$ cat config.mk
export PLATFORM = sky130hd
export DESIGN_NAME = hv_supply_pulse_sequencer_top
export DESIGN_NICKNAME = d
export VERILOG_FILES = /design/src/rtl/core/pseq_pkg.sv /design/src/rtl/core/hv_supply_pulse_sequencer_top.sv /design/src/rtl/core/pseq_cfg_regs.sv /design/src/rtl/core/pseq_core.sv
export SDC_FILE = /design/constraint.sdc
export NUM_CORES = 1
export LEC_CHECK = 0
export BUFFER_PORTS_ARGS = -buffer_cell sky130_fd_sc_hd__buf_2
export CAP_MARGIN = 20
export CORE_MARGIN = 1.5
export CORE_UTILIZATION = 55
export CTS_BUF_LIST = sky130_fd_sc_hd__clkbuf_8
export DETAILED_ROUTE_END_ITERATION = 7
export HOLD_SLACK_MARGIN = 0.12
export PLACE_DENSITY = 0.73
export SLEW_MARGIN = 10
export SYNTH_ARGS = -nofsm -noshare
export SYNTH_HDL_FRONTEND = slang
export SYNTH_HIERARCHICAL = 1
export SYNTH_SLANG_ARGS = --single-unit
$ cat constraint.sdc
create_clock -name clk -period 7.4 [get_ports clk]
set_clock_uncertainty 0.2 [all_clocks]
set_input_delay 1.11 -clock clk [delete_from_list [all_inputs] [get_ports clk]]
set_output_delay 1.11 -clock clk [all_outputs]
set_load 0.05 [all_outputs]
$ cat src/rtl/core/pseq_pkg.sv
// Shared types, codes and helpers of the pulse sequencer.
`timescale 1ns / 1ps
`default_nettype none

package pseq_pkg;

    typedef enum logic [4:0] {
        MODE_IDLE     = 5'b00001,
        MODE_LIVE     = 5'b00010,
        MODE_SHUTTING = 5'b00100,
        MODE_SHUT     = 5'b01000,
        MODE_FAULT    = 5'b10000
    } mode_t;

    localparam logic [1:0] DES_IDLE     = 2'd0;
    localparam logic [1:0] DES_LIVE     = 2'd1;
    localparam logic [1:0] DES_SHUTDOWN = 2'd2;
    localparam logic [1:0] DES_CHECKS   = 2'd3;

    localparam logic [2:0] STATE_IDLE     = 3'd0;
    localparam logic [2:0] STATE_LIVE     = 3'd1;
    localparam logic [2:0] STATE_SHUTTING = 3'd2;
    localparam logic [2:0] STATE_SHUT     = 3'd3;
    localparam logic [2:0] STATE_FAULT    = 3'd4;

    localparam logic [1:0] ERR_NONE     = 2'd0;
    localparam logic [1:0] ERR_CHECKS   = 2'd1;
    localparam logic [1:0] ERR_MISMATCH = 2'd2;

    localparam logic [2:0] REG_ON_TIME_A    = 3'd0;
    localparam logic [2:0] REG_ON_TIME_B    = 3'd1;
    localparam logic [2:0] REG_OFF_TIME_A   = 3'd2;
    localparam logic [2:0] REG_OFF_TIME_B   = 3'd3;
    localparam logic [2:0] REG_SAFE_VOLTAGE = 3'd4;

    localparam int ADDR_BITS  = 5;
    localparam int APB_WIDTH  = 32;
    localparam int OUT_FIELDS = 6;
    localparam int OUT_WIDTH  = 8;

    typedef struct packed {
        logic [1:0] error_code;
        logic [2:0] actual_state;
        logic       switch_on;
    } result_t;

    function automatic logic [2:0] state_code(input mode_t mode);
        logic [2:0] code;
        begin
            unique case (mode)
                MODE_IDLE:     code = STATE_IDLE;
                MODE_LIVE:     code = STATE_LIVE;
                MODE_SHUTTING: code = STATE_SHUTTING;
                MODE_SHUT:     code = STATE_SHUT;
                MODE_FAULT:    code = STATE_FAULT;
                default:       code = STATE_IDLE;
            endcase
            return code;
        end
    endfunction

endpackage

`default_nettype wire

$ cat src/rtl/core/hv_supply_pulse_sequencer_top.sv
// Top level of the pulse sequencer: stream registers, configuration and core.
`timescale 1ns / 1ps
`default_nettype none

// Each input transaction is one microsecond tick and produces exactly one result
// transaction. A tick is captured in the input register, the core updates its
// state and computes the result in one step, and the result register holds it
// for the output side until it is taken. One tick is taken in every clock cycle
// while the output side keeps up. Configuration registers are written through
// the APB-style port and are to be changed only while no tick is in flight.
module hv_supply_pulse_sequencer_top #(
    parameter int TIME_BITS    = 20,
    parameter int VOLTAGE_BITS = 16
) (
    input  wire logic                                  clk,
    input  wire logic                                  rst_n,
    input  wire logic                                  s_tvalid,
    output logic                                       s_tready,
    // Fields from bit 0: desired_state[2], output_threshold_hit,
    // first_stage_threshold_hit, checks_passed, sample_valid, output_voltage.
    input  wire logic [((6 + VOLTAGE_BITS + 7) / 8) * 8 - 1:0] s_tdata,
    output logic                                       m_tvalid,
    input  wire logic                                  m_tready,
    // Fields from bit 0: switch_on, actual_state[3], error_code[2].
    output logic      [pseq_pkg::OUT_WIDTH-1:0]        m_tdata,
    input  wire logic                                  psel,
    input  wire logic                                  penable,
    input  wire logic                                  pwrite,
    input  wire logic [pseq_pkg::ADDR_BITS-1:0]        paddr,
    input  wire logic [pseq_pkg::APB_WIDTH-1:0]        pwdata,
    output logic      [pseq_pkg::APB_WIDTH-1:0]        prdata,
    output logic                                       pready
);

    localparam int IN_FIELDS = 6 + VOLTAGE_BITS;

    logic                    in_valid_reg;
    logic [IN_FIELDS-1:0]    in_data_reg;
    logic                    out_valid_reg;
    pseq_pkg::result_t       out_data_reg;
    logic                    advance;
    pseq_pkg::result_t       core_result;
    logic [TIME_BITS-1:0]    on_time_a;
    logic [TIME_BITS-1:0]    on_time_b;
    logic [TIME_BITS-1:0]    off_time_a;
    logic [TIME_BITS-1:0]    off_time_b;
    logic [VOLTAGE_BITS-1:0] safe_voltage;

    assign advance  = in_valid_reg && (!out_valid_reg || m_tready);
    assign s_tready = !in_valid_reg || !out_valid_reg || m_tready;

    always_ff @(posedge clk or negedge rst_n)
    begin
        if (!rst_n)
        begin
            in_valid_reg <= 1'b0;
        end
        else if (s_tready)
        begin
            in_valid_reg <= s_tvalid;
        end
    end

    always_ff @(posedge clk)
    begin
        if (s_tvalid && s_tready)
        begin
            in_data_reg <= s_tdata[IN_FIELDS-1:0];
        end
    end

    always_ff @(posedge clk or negedge rst_n)
    begin
        if (!rst_n)
        begin
            out_valid_reg <= 1'b0;
        end
        else if (advance)
        begin
            out_valid_reg <= 1'b1;
        end
        else if (m_tready)
        begin
            out_valid_reg <= 1'b0;
        end
    end

    always_ff @(posedge clk)
    begin
        if (advance)
        begin
            out_data_reg <= core_result;
        end
    end

    pseq_cfg_regs #(
        .TIME_BITS    (TIME_BITS),
        .VOLTAGE_BITS (VOLTAGE_BITS)
    ) u_cfg_regs (
        .clk          (clk),
        .rst_n        (rst_n),
        .psel         (psel),
        .penable      (penable),
        .pwrite       (pwrite),
        .paddr        (paddr),
        .pwdata       (pwdata),
        .prdata       (prdata),
        .pready       (pready),
        .on_time_a    (on_time_a),
        .on_time_b    (on_time_b),
        .off_time_a   (off_time_a),
        .off_time_b   (off_time_b),
        .safe_voltage (safe_voltage)
    );

    pseq_core #(
        .TIME_BITS    (TIME_BITS),
        .VOLTAGE_BITS (VOLTAGE_BITS)
    ) u_core (
        .clk                       (clk),
        .rst_n                     (rst_n),
        .step                      (advance),
        .desired_state             (in_data_reg[1:0]),
        .output_threshold_hit      (in_data_reg[2]),
        .first_stage_threshold_hit (in_data_reg[3]),
        .checks_passed             (in_data_reg[4]),
        .sample_valid              (in_data_reg[5]),
        .output_voltage            (in_data_reg[IN_FIELDS-1:6]),
        .on_time_a                 (on_time_a),
        .on_time_b                 (on_time_b),
        .off_time_a                (off_time_a),
        .off_time_b                (off_time_b),
        .safe_voltage              (safe_voltage),
        .result                    (core_result)
    );

    assign m_tvalid = out_valid_reg;
    assign m_tdata  = {{(pseq_pkg::OUT_WIDTH - pseq_pkg::OUT_FIELDS){1'b0}}, out_data_reg};

endmodule

`default_nettype wire

$ cat src/rtl/core/pseq_cfg_regs.sv
// Configuration register file with its APB-style access port.
`timescale 1ns / 1ps
`default_nettype none

module pseq_cfg_regs #(
    parameter int TIME_BITS    = 20,
    parameter int VOLTAGE_BITS = 16
) (
    input  wire logic                                clk,
    input  wire logic                                rst_n,
    input  wire logic                                psel,
    input  wire logic                                penable,
    input  wire logic                                pwrite,
    input  wire logic [pseq_pkg::ADDR_BITS-1:0]      paddr,
    input  wire logic [pseq_pkg::APB_WIDTH-1:0]      pwdata,
    output logic      [pseq_pkg::APB_WIDTH-1:0]      prdata,
    output logic                                     pready,
    output logic      [TIME_BITS-1:0]                on_time_a,
    output logic      [TIME_BITS-1:0]                on_time_b,
    output logic      [TIME_BITS-1:0]                off_time_a,
    output logic      [TIME_BITS-1:0]                off_time_b,
    output logic      [VOLTAGE_BITS-1:0]             safe_voltage
);

    logic [TIME_BITS-1:0]    on_time_a_reg;
    logic [TIME_BITS-1:0]    on_time_b_reg;
    logic [TIME_BITS-1:0]    off_time_a_reg;
    logic [TIME_BITS-1:0]    off_time_b_reg;
    logic [VOLTAGE_BITS-1:0] safe_voltage_reg;
    logic                    write_en;
    logic [2:0]              reg_index;

    assign pready    = 1'b1;
    assign write_en  = psel && penable && pwrite && pready;
    assign reg_index = paddr[pseq_pkg::ADDR_BITS-1:2];

    always_ff @(posedge clk or negedge rst_n)
    begin
        if (!rst_n)
        begin
            on_time_a_reg    <= TIME_BITS'(10);
            on_time_b_reg    <= TIME_BITS'(10);
            off_time_a_reg   <= TIME_BITS'(90);
            off_time_b_reg   <= TIME_BITS'(90);
            safe_voltage_reg <= '0;
        end
        else if (write_en)
        begin
            unique case (reg_index)
                pseq_pkg::REG_ON_TIME_A:    on_time_a_reg    <= pwdata[TIME_BITS-1:0];
                pseq_pkg::REG_ON_TIME_B:    on_time_b_reg    <= pwdata[TIME_BITS-1:0];
                pseq_pkg::REG_OFF_TIME_A:   off_time_a_reg   <= pwdata[TIME_BITS-1:0];
                pseq_pkg::REG_OFF_TIME_B:   off_time_b_reg   <= pwdata[TIME_BITS-1:0];
                pseq_pkg::REG_SAFE_VOLTAGE: safe_voltage_reg <= pwdata[VOLTAGE_BITS-1:0];
                default:
                begin
                end
            endcase
        end
    end

    always_comb
    begin
        unique case (reg_index)
            pseq_pkg::REG_ON_TIME_A:    prdata = pseq_pkg::APB_WIDTH'(on_time_a_reg);
            pseq_pkg::REG_ON_TIME_B:    prdata = pseq_pkg::APB_WIDTH'(on_time_b_reg);
            pseq_pkg::REG_OFF_TIME_A:   prdata = pseq_pkg::APB_WIDTH'(off_time_a_reg);
            pseq_pkg::REG_OFF_TIME_B:   prdata = pseq_pkg::APB_WIDTH'(off_time_b_reg);
            pseq_pkg::REG_SAFE_VOLTAGE: prdata = pseq_pkg::APB_WIDTH'(safe_voltage_reg);
            default:                    prdata = '0;
        endcase
    end

    assign on_time_a    = on_time_a_reg;
    assign on_time_b    = on_time_b_reg;
    assign off_time_a   = off_time_a_reg;
    assign off_time_b   = off_time_b_reg;
    assign safe_voltage = safe_voltage_reg;

endmodule

`default_nettype wire

$ cat src/rtl/core/pseq_core.sv
// Sequencer state and the per-tick update of mode, phase timer and switch drive.
`timescale 1ns / 1ps
`default_nettype none

module pseq_core #(
    parameter int TIME_BITS    = 20,
    parameter int VOLTAGE_BITS = 16
) (
    input  wire logic                     clk,
    input  wire logic                     rst_n,
    input  wire logic                     step,
    input  wire logic [1:0]               desired_state,
    input  wire logic                     output_threshold_hit,
    input  wire logic                     first_stage_threshold_hit,
    input  wire logic                     checks_passed,
    input  wire logic                     sample_valid,
    input  wire logic [VOLTAGE_BITS-1:0]  output_voltage,
    input  wire logic [TIME_BITS-1:0]     on_time_a,
    input  wire logic [TIME_BITS-1:0]     on_time_b,
    input  wire logic [TIME_BITS-1:0]     off_time_a,
    input  wire logic [TIME_BITS-1:0]     off_time_b,
    input  wire logic [VOLTAGE_BITS-1:0]  safe_voltage,
    output pseq_pkg::result_t             result
);

    pseq_pkg::mode_t      mode_reg;
    pseq_pkg::mode_t      mode_next;
    logic                 in_on_phase_reg;
    logic                 in_on_phase_next;
    logic [TIME_BITS-1:0] phase_count_reg;
    logic [TIME_BITS-1:0] phase_count_next;
    logic                 gate_enabled_reg;
    logic                 gate_enabled_next;
    logic                 shutdown_latched_reg;
    logic                 shutdown_latched_next;
    logic [TIME_BITS-1:0] on_len;
    logic [TIME_BITS-1:0] off_len;
    logic                 switch_drive;
    logic [1:0]           error_code;

    function automatic logic [TIME_BITS-1:0] shorter(
        input logic [TIME_BITS-1:0] a,
        input logic [TIME_BITS-1:0] b
    );
        logic [TIME_BITS-1:0] m;
        begin
            m = (a < b) ? a : b;
            return (m == '0) ? TIME_BITS'(1) : m;
        end
    endfunction

    assign on_len  = shorter(on_time_a, on_time_b);
    assign off_len = shorter(off_time_a, off_time_b);

    always_comb
    begin
        mode_next             = mode_reg;
        in_on_phase_next      = in_on_phase_reg;
        phase_count_next      = phase_count_reg;
        gate_enabled_next     = gate_enabled_reg;
        shutdown_latched_next = shutdown_latched_reg ||
                                (desired_state == pseq_pkg::DES_SHUTDOWN);
        switch_drive          = 1'b0;
        error_code            = pseq_pkg::ERR_NONE;

        if (mode_reg == pseq_pkg::MODE_FAULT)
        begin
            error_code = pseq_pkg::ERR_MISMATCH;
        end
        else if (shutdown_latched_next)
        begin
            in_on_phase_next  = 1'b0;
            phase_count_next  = '0;
            gate_enabled_next = 1'b0;
            if (mode_reg != pseq_pkg::MODE_SHUT)
            begin
                mode_next = pseq_pkg::MODE_SHUTTING;
            end
            if (sample_valid)
            begin
                mode_next = (output_voltage <= safe_voltage) ? pseq_pkg::MODE_SHUT
                                                             : pseq_pkg::MODE_SHUTTING;
            end
        end
        else
        begin
            if (mode_reg != pseq_pkg::MODE_LIVE)
            begin
                mode_next         = pseq_pkg::MODE_IDLE;
                in_on_phase_next  = 1'b0;
                phase_count_next  = '0;
                gate_enabled_next = 1'b0;
                if (desired_state == pseq_pkg::DES_CHECKS)
                begin
                    if (!checks_passed)
                    begin
                        error_code = pseq_pkg::ERR_CHECKS;
                    end
                end
                else if (desired_state == pseq_pkg::DES_LIVE)
                begin
                    if (!checks_passed)
                    begin
                        error_code = pseq_pkg::ERR_CHECKS;
                    end
                    else if (on_time_a != on_time_b)
                    begin
                        mode_next  = pseq_pkg::MODE_FAULT;
                        error_code = pseq_pkg::ERR_MISMATCH;
                    end
                    else
                    begin
                        mode_next = pseq_pkg::MODE_LIVE;
                    end
                end
            end

            if (mode_next == pseq_pkg::MODE_LIVE)
            begin
                // A new on phase starts when the off phase has run out.
                if (!in_on_phase_next && phase_count_next == '0)
                begin
                    gate_enabled_next = !(output_threshold_hit || first_stage_threshold_hit);
                    in_on_phase_next  = 1'b1;
                    phase_count_next  = on_len;
                end
                if (in_on_phase_next)
                begin
                    switch_drive     = gate_enabled_next;
                    phase_count_next = phase_count_next - TIME_BITS'(1);
                    if (phase_count_next == '0)
                    begin
                        gate_enabled_next = 1'b0;
                        in_on_phase_next  = 1'b0;
                        if (desired_state != pseq_pkg::DES_LIVE)
                        begin
                            mode_next = pseq_pkg::MODE_IDLE;
                        end
                        else
                        begin
                            phase_count_next = off_len;
                        end
                    end
                end
                else
                begin
                    phase_count_next = phase_count_next - TIME_BITS'(1);
                end
            end
        end
    end

    always_ff @(posedge clk or negedge rst_n)
    begin
        if (!rst_n)
        begin
            mode_reg             <= pseq_pkg::MODE_IDLE;
            in_on_phase_reg      <= 1'b0;
            phase_count_reg      <= '0;
            gate_enabled_reg     <= 1'b0;
            shutdown_latched_reg <= 1'b0;
        end
        else if (step)
        begin
            mode_reg             <= mode_next;
            in_on_phase_reg      <= in_on_phase_next;
            phase_count_reg      <= phase_count_next;
            gate_enabled_reg     <= gate_enabled_next;
            shutdown_latched_reg <= shutdown_latched_next;
        end
    end

    assign result.switch_on    = switch_drive;
    assign result.actual_state = pseq_pkg::state_code(mode_next);
    assign result.error_code   = error_code;

endmodule

`default_nettype wire

==> results of run 1 <==
==> layout by cell type, fill, tap and decap left out, drive strengths merged, types with 13 or more instances in the layout <==
master  synthesis  final
a32oi          16     16
conb            3     15
nor3           38     38
a22oi          29     29
dfrtp         113    113
nor4           22     22
dfstp          13     13
a21o           16     16
mux2          113    113
ha             57     57
nor2           48     48
buf            36     92
clkbuf         31     19
o21ai          38     38
o31ai          24     24
nand4          22     22
a21oi          67     67
inv            60     65
edfxtp         28     28
nand2          48     48
==> per-layer routing <==
layer / routed length [um] / GRT usage (%)
met1: 12100 / 39.5
met2: 13700 / 48.6
met3: 2190 / 6.66
met4: 764 / 10.4
met5: 0 / 0
==> stage by stage <==
step	power, mW	hold WS, ps
floorplan	2.12	264
global placement	2.47	286
detailed placement	2.50	292
CTS	3.14	320
global route	3.34	358
finish	3.17	318
==> power groups by stage <==
stage / logic (mW) / clock network (mW) / registers [mW]
3_5_place_dp: 1.31 / 0 / 1.19
4_1_cts: 1.32 / 0.651 / 1.17
5_1_grt: 1.46 / 0.687 / 1.19
6_report: 1.35 / 0.641 / 1.18
2_1_floorplan: 0.989 / 0 / 1.13
3_3_place_gp: 1.29 / 0 / 1.19
==> final timing paths <==
| check | cells after the start | endpoint |
|---|---|---|
| max in group asynchronous | 2 | u_cfg_regs/off_time_a[13]$_DFFE_PN0P_ |
| hold / removal | 2 | u_core/mode_reg[1]$_DFFE_PN0P_ |
| min in group asynchronous | 1 | u_core/phase_count_reg[4]$_DFFE_PN0P_ |
| setup reg to reg | 20 | u_core/phase_count_reg[11]$_DFFE_PN0P_ |
| hold reg to reg | 2 | u_core/mode_reg[1]$_DFFE_PN0P_ |
| setup / recovery | 20 | u_core/phase_count_reg[11]$_DFFE_PN0P_ |
==> worst register-to-register path, cell delays in order, from the launching register on <==
cell	delay [ps]
dfrtp_1	540
inv_1	160
ha_1	340
and4b_1	230
a211oi_2	360
o221a_2	560
a211oi_1	160
o21a_1	270
ha_1	260
inv_1	150
a211oi_1	90
o41ai_1	100
a311oi_1	80
buf_4	170
and2_1	170
or4_1	500
or4_1	400
or4_1	540
or4_1	670
buf_4	300
o31ai_1	240
==> logic make-up (layout without fill, tap and decap cells) <==
family,count (synthesis),after routing
multiplexers,119,119
AND/OR/NAND/NOR,249,249
adder cells (fa/ha/maj),57,57
XOR/XNOR,15,15
other,3,15
buffers and inverters,128,185
flip-flops,154,154
AO/OA/AOI/OAI,269,269
==> area by class of cell <==
class	instances	area [sq um]	share of cell area, %
flip-flops and latches	154	4010	36.4
repair buffers	92	495	4.50
clock buffers	19	262	2.37
multi-input cells	724	5600	50.8
inverters	61	229	2.08
well taps	229	287	2.60
clock inverters	13	131	1.19
==> reports/metrics.cfg, run 1 <==
[clock_network]
hold_buffers=0
cts-resized-gates=0
numCtsBuffers=17
cts_setup_buffers=0
cts_tree=built
htree_num_levels=4
cts_root_buf=clkbuf_8
clockBufferDepth=2
clkLatencyLatePin_ps=470
numClockSinks=154
clk_pin_slew_worst_paths_ps=90

[cells_and_area]
n_fill_cell=1516
final_cells=1292
syn2layout_area_growth_pct=8.40
post-route-util_pct=61.1
finalInstanceArea_sq_mm=0.0110
largest_reg_flops=22
nets=1175
num_antenna_cells=0
drive_gt1_share_pct=26.9

[sta]
fin_ws_ps=827
post-route-period-util_pct=88.8
slew-limit-headroom_pct=25.4
finalHoldViolations=0
setup_violations=0
maxSlewViolCount=0
finalCriticalPeriod_ps=6570
tightestPinTransition_ps=1120
fin_tns_setup_ps=0
fmax_ghz=0.152
rsz0062_at_grt=false

[synthesis]
synth_edf_count=28
syn-cell-area_sq_mm=0.0102
ys_ff_latch=154
synth_cell_type_count=84
synthMuxAreaShare_pct=13.6
yosysSeqAreaShare_pct=39.5
synth_common_cells=113 x dfrtp_1, 112 x mux2_2, 67 x a21oi_1, 59 x inv_1, 57 x ha_1
yosysTopAreaCell=dfrtp_1
synthAdderAreaFrac_pct=7.02
synth_xor_area_share_pct=1.29
synth.most_common_cell=dfrtp_1
ys_warn_count=6
synth_compound_area_share_pct=18.9
netlist.area_leader.share_pct=27.8
async_flop_share_pct=81.8
synth_top_family_by_area=compound AO/OA/AOI/OAI gates
synth_ff_type=dfrtp_1
synth_simple_gate_area_share_pct=13.6
avgSynthCellArea_sq_um=10.2
postSynthCellCount=994
yosys-top-cells-area=dfrtp_1 28%, mux2_2 12%, edfxtp_1 8.3%, ha_1 7.0%, dfstp_2 3.4%

[die]
core_sq_mm=0.0180
rows=49
start_util_pct=56.4
io_pins=111
die_area_sq_mm=0.0193
die-width_um=139
die_h_um=139

[run_status]
outcome=complete, no violations

[power]
p_seq_share_pct=37.2
p_int_mw=1.81
clkPwrFrac_pct=20.2
p_per_area_mw_per_mm2=288
p_sw_share_pct=43.1
combPwrFrac_pct=42.6
p_sw_mw=1.37
peakVddDrop_v=0.000188
leakagePower_nw=4.65

[worst_setup_path]
worstPathArrival_ps=6750
slowest_stage=or4_1
cp_max_fo=22
path_delay_family=simple AND/OR/NAND/NOR gates
critical_path.cell_chain=inv_1 > ha_1 > and4b_1 > a211oi_2 > o221a_2 > a211oi_1 > o21a_1 > ha_1 > inv_1 > a211oi_1 > o41ai_1 > a311oi_1 > buf_4 > and2_1 > or4_1 > or4_1 > or4_1 > or4_1 > buf_4 > o31ai_1
reg2reg_slack_ps=830
endpoint_kind=register
critPathMostFrequentCell=or4_1
critical_path_class=register to register
worst_setup_path_start_kind=register
required_ps=7570
crit_buf_inv=4
critPathLaunch=u_cfg_regs/on_time_b[2]$_DFFE_PN0P_
critPathMaxStageDelay_ps=670
r2r-start=u_cfg_regs/on_time_b[2]$_DFFE_PN0P_

[job]
drv_cap=0

[global_routing]
grt_max_degree=76
track_usage_pct=29.9
grt_pass1_wl_um=44900
antenna_found_initial=0
grt_pass1_vias=8204
overflow=0

[placement]
placedCellCount=1260
placed_cell_area_sq_mm=0.0106
routabilityCongestion=0.978
dp_hpwl_um=21400
pre_cts_slack_ps=986
port_buffers=79

[worst_hold_path]
min_from=u_core/mode_reg[1]$_DFFE_PN0P_
hold_path.class=register to register

[drt]
route.detailed.drc=0
via_count=8493
first_pass_iters=6
viasPerCell=6.57
drt_iter0_drc=1041
totalWireLength_um=28800
postRouteAntennaNets=0
wl_per_cell_um=22.3

Power figures use the tool's default switching activity.
==> run 2: changes to the inputs <==
PLACE_DENSITY = 0.79   (was 0.73)
clock period = 7 ns   (was 7.4 ns; I/O delays follow)
==> reports/metrics.cfg, run 2 (synthesis gave the netlist of run 1 again) <==
[run_status]
outcome=complete, no violations  ; unchanged

[worst_setup_path]
cp.depth=20  ; unchanged
critical_path_class=register to register  ; unchanged
crit_buf_inv=3  ; was 4
worstPathArrival_ps=6650  ; was 6750 ps
critPathMostFrequentCell=or4_1  ; unchanged
r2r-start=u_cfg_regs/on_time_b[2]$_DFFE_PN0P_  ; unchanged
r2r_cells=20  ; unchanged
critical_path.cell_chain=inv_1 > ha_1 > and4b_1 > a211oi_2 > o221a_2 > nand4_1 > o31ai_1 > a21oi_1 > ha_1 > inv_1 > a211oi_1 > o41ai_1 > a311oi_1 > and2_1 > or4_1 > or4_1 > or4_1 > or4_1 > buf_4 > o31ai_2  ; was inv_1 > ha_1 > and4b_1 > a211oi_2 > o221a_2 > a211oi_1 > o21a_1 > ha_1 > inv_1 > a211oi_1 > o41ai_1 > a311oi_1 > buf_4 > and2_1 > or4_1 > or4_1 > or4_1 > or4_1 > buf_4 > o31ai_1
path_delay_family=simple AND/OR/NAND/NOR gates  ; unchanged
endpoint_kind=register  ; unchanged
critPathMaxStageDelay_ps=590  ; was 670 ps
slowest_stage=o221a_2  ; was or4_1
critPathLaunch=u_cfg_regs/on_time_b[2]$_DFFE_PN0P_  ; unchanged
worst_setup_path_start_kind=register  ; unchanged
cp_max_fo=22  ; unchanged
required_ps=7170  ; was 7570 ps

[sta]
setup_violations=0  ; unchanged
post-route-period-util_pct=92.5  ; was 88.8%
finalHoldViolations=0  ; unchanged
fin_tns_setup_ps=0  ; unchanged
tightestPinTransition_ps=1140  ; was 1120 ps
finalCriticalPeriod_ps=6480  ; was 6570 ps
maxSlewViolCount=0  ; unchanged
fmax_ghz=0.154  ; was 0.152 GHz
fin_ws_ps=522  ; was 827 ps
rsz0062_at_grt=false  ; unchanged
slew-limit-headroom_pct=24.1  ; was 25.4%

[cells_and_area]
final_cell_mix=113 x dfrtp_1, 112 x mux2_2, 78 x buf_2  ; unchanged
num_antenna_cells=0  ; unchanged
syn2layout_area_growth_pct=8.60  ; was 8.40%
drive_gt1_share_pct=27.1  ; was 26.9%
n_fill_cell=1482  ; was 1516
nets=1177  ; was 1175
largest_reg_flops=22  ; unchanged
final_common_cell=dfrtp_1  ; unchanged

[placement]
port_buffers=79  ; unchanged
pre_cts_slack_ps=736  ; was 986 ps
dp_hpwl_um=21200  ; was 21400 um
routabilityCongestion=0.979  ; was 0.978

[clock_network]
cts-resized-gates=0  ; unchanged
clk_pin_slew_worst_paths_ps=90  ; about the same
cts_root_buf=clkbuf_8  ; unchanged
cts_setup_buffers=0  ; unchanged
hold_buffers=0  ; unchanged
numCtsBuffers=17  ; unchanged
numClockSinks=154  ; unchanged
clockBufferDepth=2  ; unchanged
clkLatencyLatePin_ps=480  ; was 470 ps
cts_tree=built  ; unchanged
htree_num_levels=4  ; unchanged

[drt]
drt_iter0_drc=939  ; was 1041
totalWireLength_um=28600  ; was 28800 um
wl_per_cell_um=22.1  ; was 22.3 um
first_pass_iters=8  ; was 6
viasPerCell=6.63  ; was 6.57
via_count=8577  ; was 8493
postRouteAntennaNets=0  ; unchanged
route.detailed.drc=0  ; unchanged

[die]
die_area_sq_mm=0.0193  ; unchanged
core_sq_mm=0.0180  ; unchanged
die-width_um=139  ; unchanged
rows=49  ; unchanged
start_util_pct=56.4  ; unchanged
die_h_um=139  ; unchanged
io_pins=111  ; unchanged

[global_routing]
grt_pass1_vias=8321  ; was 8204
grt_max_degree=68  ; was 76
track_usage_pct=29.9  ; about the same
antenna_found_initial=0  ; unchanged
overflow=0  ; unchanged
grt_pass1_wl_um=45600  ; was 44900 um

[power]
p_seq_share_pct=36.9  ; was 37.2%
leakagePower_nw=4.68  ; was 4.65 nW
peakVddDrop_v=0.000166  ; was 0.000188 V
p_per_area_mw_per_mm2=305  ; was 288 mW/mm^2
p_int_mw=1.91  ; was 1.81 mW
p_sw_share_pct=43.3  ; was 43.1%
p_sw_mw=1.46  ; was 1.37 mW
combPwrFrac_pct=42.7  ; was 42.6%
clkPwrFrac_pct=20.4  ; was 20.2%

[job]
drv_cap=0  ; unchanged

[worst_hold_path]
hold_path.class=register to register  ; unchanged
min_from=u_core/mode_reg[1]$_DFFE_PN0P_  ; unchanged
hold_depth=2  ; unchanged

-- run 2: final timing paths --
kind                       slack [ps]                                     end
min                               330          u_core/mode_reg[1]$_DFFE_PN0P_
max                               520   u_core/phase_count_reg[4]$_DFFE_PN0P_
min reg2reg                       330          u_core/mode_reg[1]$_DFFE_PN0P_
max in group asynchronous        4780   u_cfg_regs/off_time_b[13]$_DFFE_PN0P_
min in group asynchronous         470  u_core/phase_count_reg[10]$_DFFE_PN0P_
max reg2reg                       520   u_core/phase_count_reg[4]$_DFFE_PN0P_
-- run 2: final cells by class --
cell class	instances	area (sq um)	share of cell area, %
Tap cell	229	287	2.60
Sequential cell	154	4010	36.4
Clock inverter	14	150	1.36
Inverter	61	229	2.08
Timing Repair Buffer	94	510	4.63
Clock buffer	18	248	2.25
Multi-Input combinational cell	724	5600	50.7
-- run 2: per-layer routing --
| metal | vias up | global-route usage, % | routed length (um) |
|---|---|---|---|
| met4 | 0 | 12.4 | 1060 |
| li1 | 3860 | - | - |
| met5 | - | 0 | 0 |
| met3 | 81 | 6.18 | 2620 |
| met1 | 4189 | 39.5 | 11600 |
| met2 | 447 | 47.9 | 13400 |
-- run 2: tightest hold or removal path: stages, from the launching register on --
cell     delay, ps
dfrtp_1        370
nand2_1         50
o21ai_0         70
-- run 2: per-stage QoR --
stage	power [mW]	instance area [sq um]	hold slack (ps)	utilization, %	std cells
3_3_place_gp	2.61	10600	290	58.9	1261
5_1_grt	3.54	11000	364	61.2	1294
2_1_floorplan	2.24	10200	264	-	1006
6_report	3.36	11000	329	61.2	1294
3_5_place_dp	2.64	10600	309	58.9	1261
4_1_cts	3.33	11000	329	61.2	1293
-- run 2: power by group through the flow --
| stage | Clock, mW | Sequential (mW) | Combinational [mW] |
|---|---|---|---|
| after detailed placement | 0 | 1.25 | 1.39 |
| final | 0.687 | 1.24 | 1.44 |
| after floorplan | 0 | 1.20 | 1.05 |
| after global routing | 0.730 | 1.26 | 1.55 |
| after CTS | 0.695 | 1.24 | 1.40 |
| after global placement | 0 | 1.25 | 1.37 |
==> run 3: changes to the inputs <==
PLACE_DENSITY = 0.75   (was 0.79)
==> reports/metrics.cfg, run 3 (synthesis gave the netlist of run 1 again) <==
[run_status]
outcome=complete, no violations  ; unchanged

[sta]
post-route-period-util_pct=90.1  ; was 92.5%
tightestPinTransition_ps=1130  ; was 1140 ps
fmax_ghz=0.158  ; was 0.154 GHz
finalHoldViolations=0  ; unchanged
maxSlewViolCount=0  ; unchanged
fin_tns_setup_ps=0  ; unchanged
rsz0062_at_grt=false  ; unchanged
finalCriticalPeriod_ps=6310  ; was 6480 ps
setup_violations=0  ; unchanged
slew-limit-headroom_pct=24.8  ; was 24.1%
whs_ps=316  ; was 329 ps

[drt]
via_count=8596  ; was 8577
first_pass_iters=5  ; was 8
wl_per_cell_um=22.6  ; was 22.1 um
viasPerCell=6.63  ; about the same
totalWireLength_um=29300  ; was 28600 um
postRouteAntennaNets=0  ; unchanged
route.detailed.drc=0  ; unchanged
drt_iter0_drc=999  ; was 939

[worst_setup_path]
worstPathArrival_ps=6480  ; was 6650 ps
crit_end=u_core/phase_count_reg[3]$_DFFE_PN0P_  ; was u_core/phase_count_reg[4]$_DFFE_PN0P_
r2r_cells=17  ; was 20
reg2reg_slack_ps=690  ; was 520 ps
required_ps=7170  ; about the same
critPathLaunch=u_cfg_regs/on_time_b[15]$_DFFE_PN0P_  ; was u_cfg_regs/on_time_b[2]$_DFFE_PN0P_
endpoint_kind=register  ; unchanged
r2r-end=u_core/phase_count_reg[3]$_DFFE_PN0P_  ; was u_core/phase_count_reg[4]$_DFFE_PN0P_
critical_path_class=register to register  ; unchanged
cp_max_fo=13  ; was 22
r2r-start=u_cfg_regs/on_time_b[15]$_DFFE_PN0P_  ; was u_cfg_regs/on_time_b[2]$_DFFE_PN0P_
worst_setup_path_start_kind=register  ; unchanged

[die]
io_pins=111  ; unchanged
die_area_sq_mm=0.0193  ; unchanged
die_h_um=139  ; unchanged
die-width_um=139  ; unchanged
start_util_pct=56.4  ; unchanged
rows=49  ; unchanged
core_sq_mm=0.0180  ; unchanged

[cells_and_area]
final_cells=1297  ; was 1294
drive_gt1_share_pct=27.3  ; was 27.1%
finalInstanceArea_sq_mm=0.0111  ; was 0.0110 sq mm
final_cell_mix=113 x dfrtp_1, 112 x mux2_2, 78 x buf_2  ; unchanged
num_antenna_cells=0  ; unchanged
syn2layout_area_growth_pct=9.18  ; was 8.60%
nets=1180  ; was 1177
n_fill_cell=1508  ; was 1482
final_common_cell=dfrtp_1  ; unchanged
largest_reg_flops=22  ; unchanged

[worst_hold_path]
hold_path.class=register to register  ; unchanged

[clock_network]
clkLatencyLatePin_ps=470  ; was 480 ps
htree_num_levels=4  ; unchanged
hold_buffers=0  ; unchanged
cts-resized-gates=0  ; unchanged
numClockSinks=154  ; unchanged
cts_root_buf=clkbuf_8  ; unchanged
cts_tree=built  ; unchanged
numCtsBuffers=17  ; unchanged
cts_setup_buffers=0  ; unchanged
clockBufferDepth=2  ; unchanged
clk_pin_slew_worst_paths_ps=110  ; was 90 ps

[global_routing]
grt_pass1_wl_um=46800  ; was 45600 um
overflow=0  ; unchanged
track_usage_pct=31.1  ; was 29.9%
grt_pass1_vias=8591  ; was 8321
grt_max_degree=74  ; was 68
antenna_found_initial=0  ; unchanged

[power]
leakagePower_nw=4.69  ; was 4.68 nW
p_per_area_mw_per_mm2=309  ; was 305 mW/mm^2
p_sw_mw=1.51  ; was 1.46 mW
clkPwrFrac_pct=21.5  ; was 20.4%
peakVddDrop_v=0.000209  ; was 0.000166 V
combPwrFrac_pct=42.4  ; was 42.7%
p_total_mw=3.43  ; was 3.36 mW
p_int_mw=1.92  ; was 1.91 mW
p_seq_share_pct=36.1  ; was 36.9%
p_sw_share_pct=44.1  ; was 43.3%

[placement]
port_buffers=79  ; unchanged
dp_hpwl_um=21600  ; was 21200 um
routabilityCongestion=0.998  ; was 0.979
placedCellCount=1264  ; was 1261
placed_cell_area_sq_mm=0.0106  ; about the same

[job]
drv_cap=0  ; unchanged

==> run 3: through the flow <==
stage               utilization, %  setup WS [ps]
global route                  61.5            423
global placement              59.1            924
finish                        61.5            690
CTS                           61.5            854
floorplan                        -           1410
detailed placement            59.1            904
==> run 3: critical path, cell delays in order (launching register included) <==
cell and delay, ps:
dfrtp_1 490, inv_1 110, ha_1 330, nand4_1 160, or4_4 580, o221a_2 360
a211oi_1 420, o21a_1 260, ha_1 220, inv_1 120, a211oi_1 290, o41ai_1 130
a311oi_1 560, o211ai_1 350, o31ai_1 380, or4bb_1 580, or2_2 330, a311o_1 350
==> run 3: final cells by class <==
class	instances	area [sq um]	share of cell area, %
well taps	229	287	2.58
inverters	61	229	2.06
multi-input cells	724	5600	50.5
clock buffers	17	234	2.11
flip-flops and latches	154	4010	36.2
repair buffers	97	533	4.81
clock inverters	15	200	1.81
==> run 3: power by group through the flow <==
stage / logic [mW] / clock network [mW] / registers [mW]
floorplan: 1.05 / 0 / 1.20
global placement: 1.38 / 0 / 1.25
detailed placement: 1.40 / 0 / 1.25
CTS: 1.41 / 0.743 / 1.23
global route: 1.57 / 0.780 / 1.26
finish: 1.45 / 0.736 / 1.24
==> run 3: metal layers <==
| layer | wire (um) | share of wire [%] | up-vias | track usage [%] |
|---|---|---|---|---|
| li1 | - | - | 3861 | - |
| met4 | 1220 | 4.1 | 0 | 14.9 |
| met3 | 2290 | 7.8 | 87 | 6.18 |
| met2 | 13600 | 46 | 435 | 49.7 |
| met5 | 0 | 0 | - | 0 |
| met1 | 12200 | 42 | 4213 | 40.7 |
==> run 3: how the worst min path moves through the flow <==
stage | start | end | cells past startpoint
5_1_grt | u_core/gate_enabled_reg$_DFFE_PN0P_ | u_core/gate_enabled_reg$_DFFE_PN0P_ | 1
2_1_floorplan | u_core/mode_reg[1]$_DFFE_PN0P_ | u_core/mode_reg[1]$_DFFE_PN0P_ | 2
6_report | u_core/mode_reg[1]$_DFFE_PN0P_ | u_core/mode_reg[1]$_DFFE_PN0P_ | 2
3_3_place_gp | u_core/mode_reg[1]$_DFFE_PN0P_ | u_core/mode_reg[1]$_DFFE_PN0P_ | 2
4_1_cts | u_core/mode_reg[1]$_DFFE_PN0P_ | u_core/mode_reg[1]$_DFFE_PN0P_ | 2
3_5_place_dp | u_core/gate_enabled_reg$_DFFE_PN0P_ | u_core/gate_enabled_reg$_DFFE_PN0P_ | 1
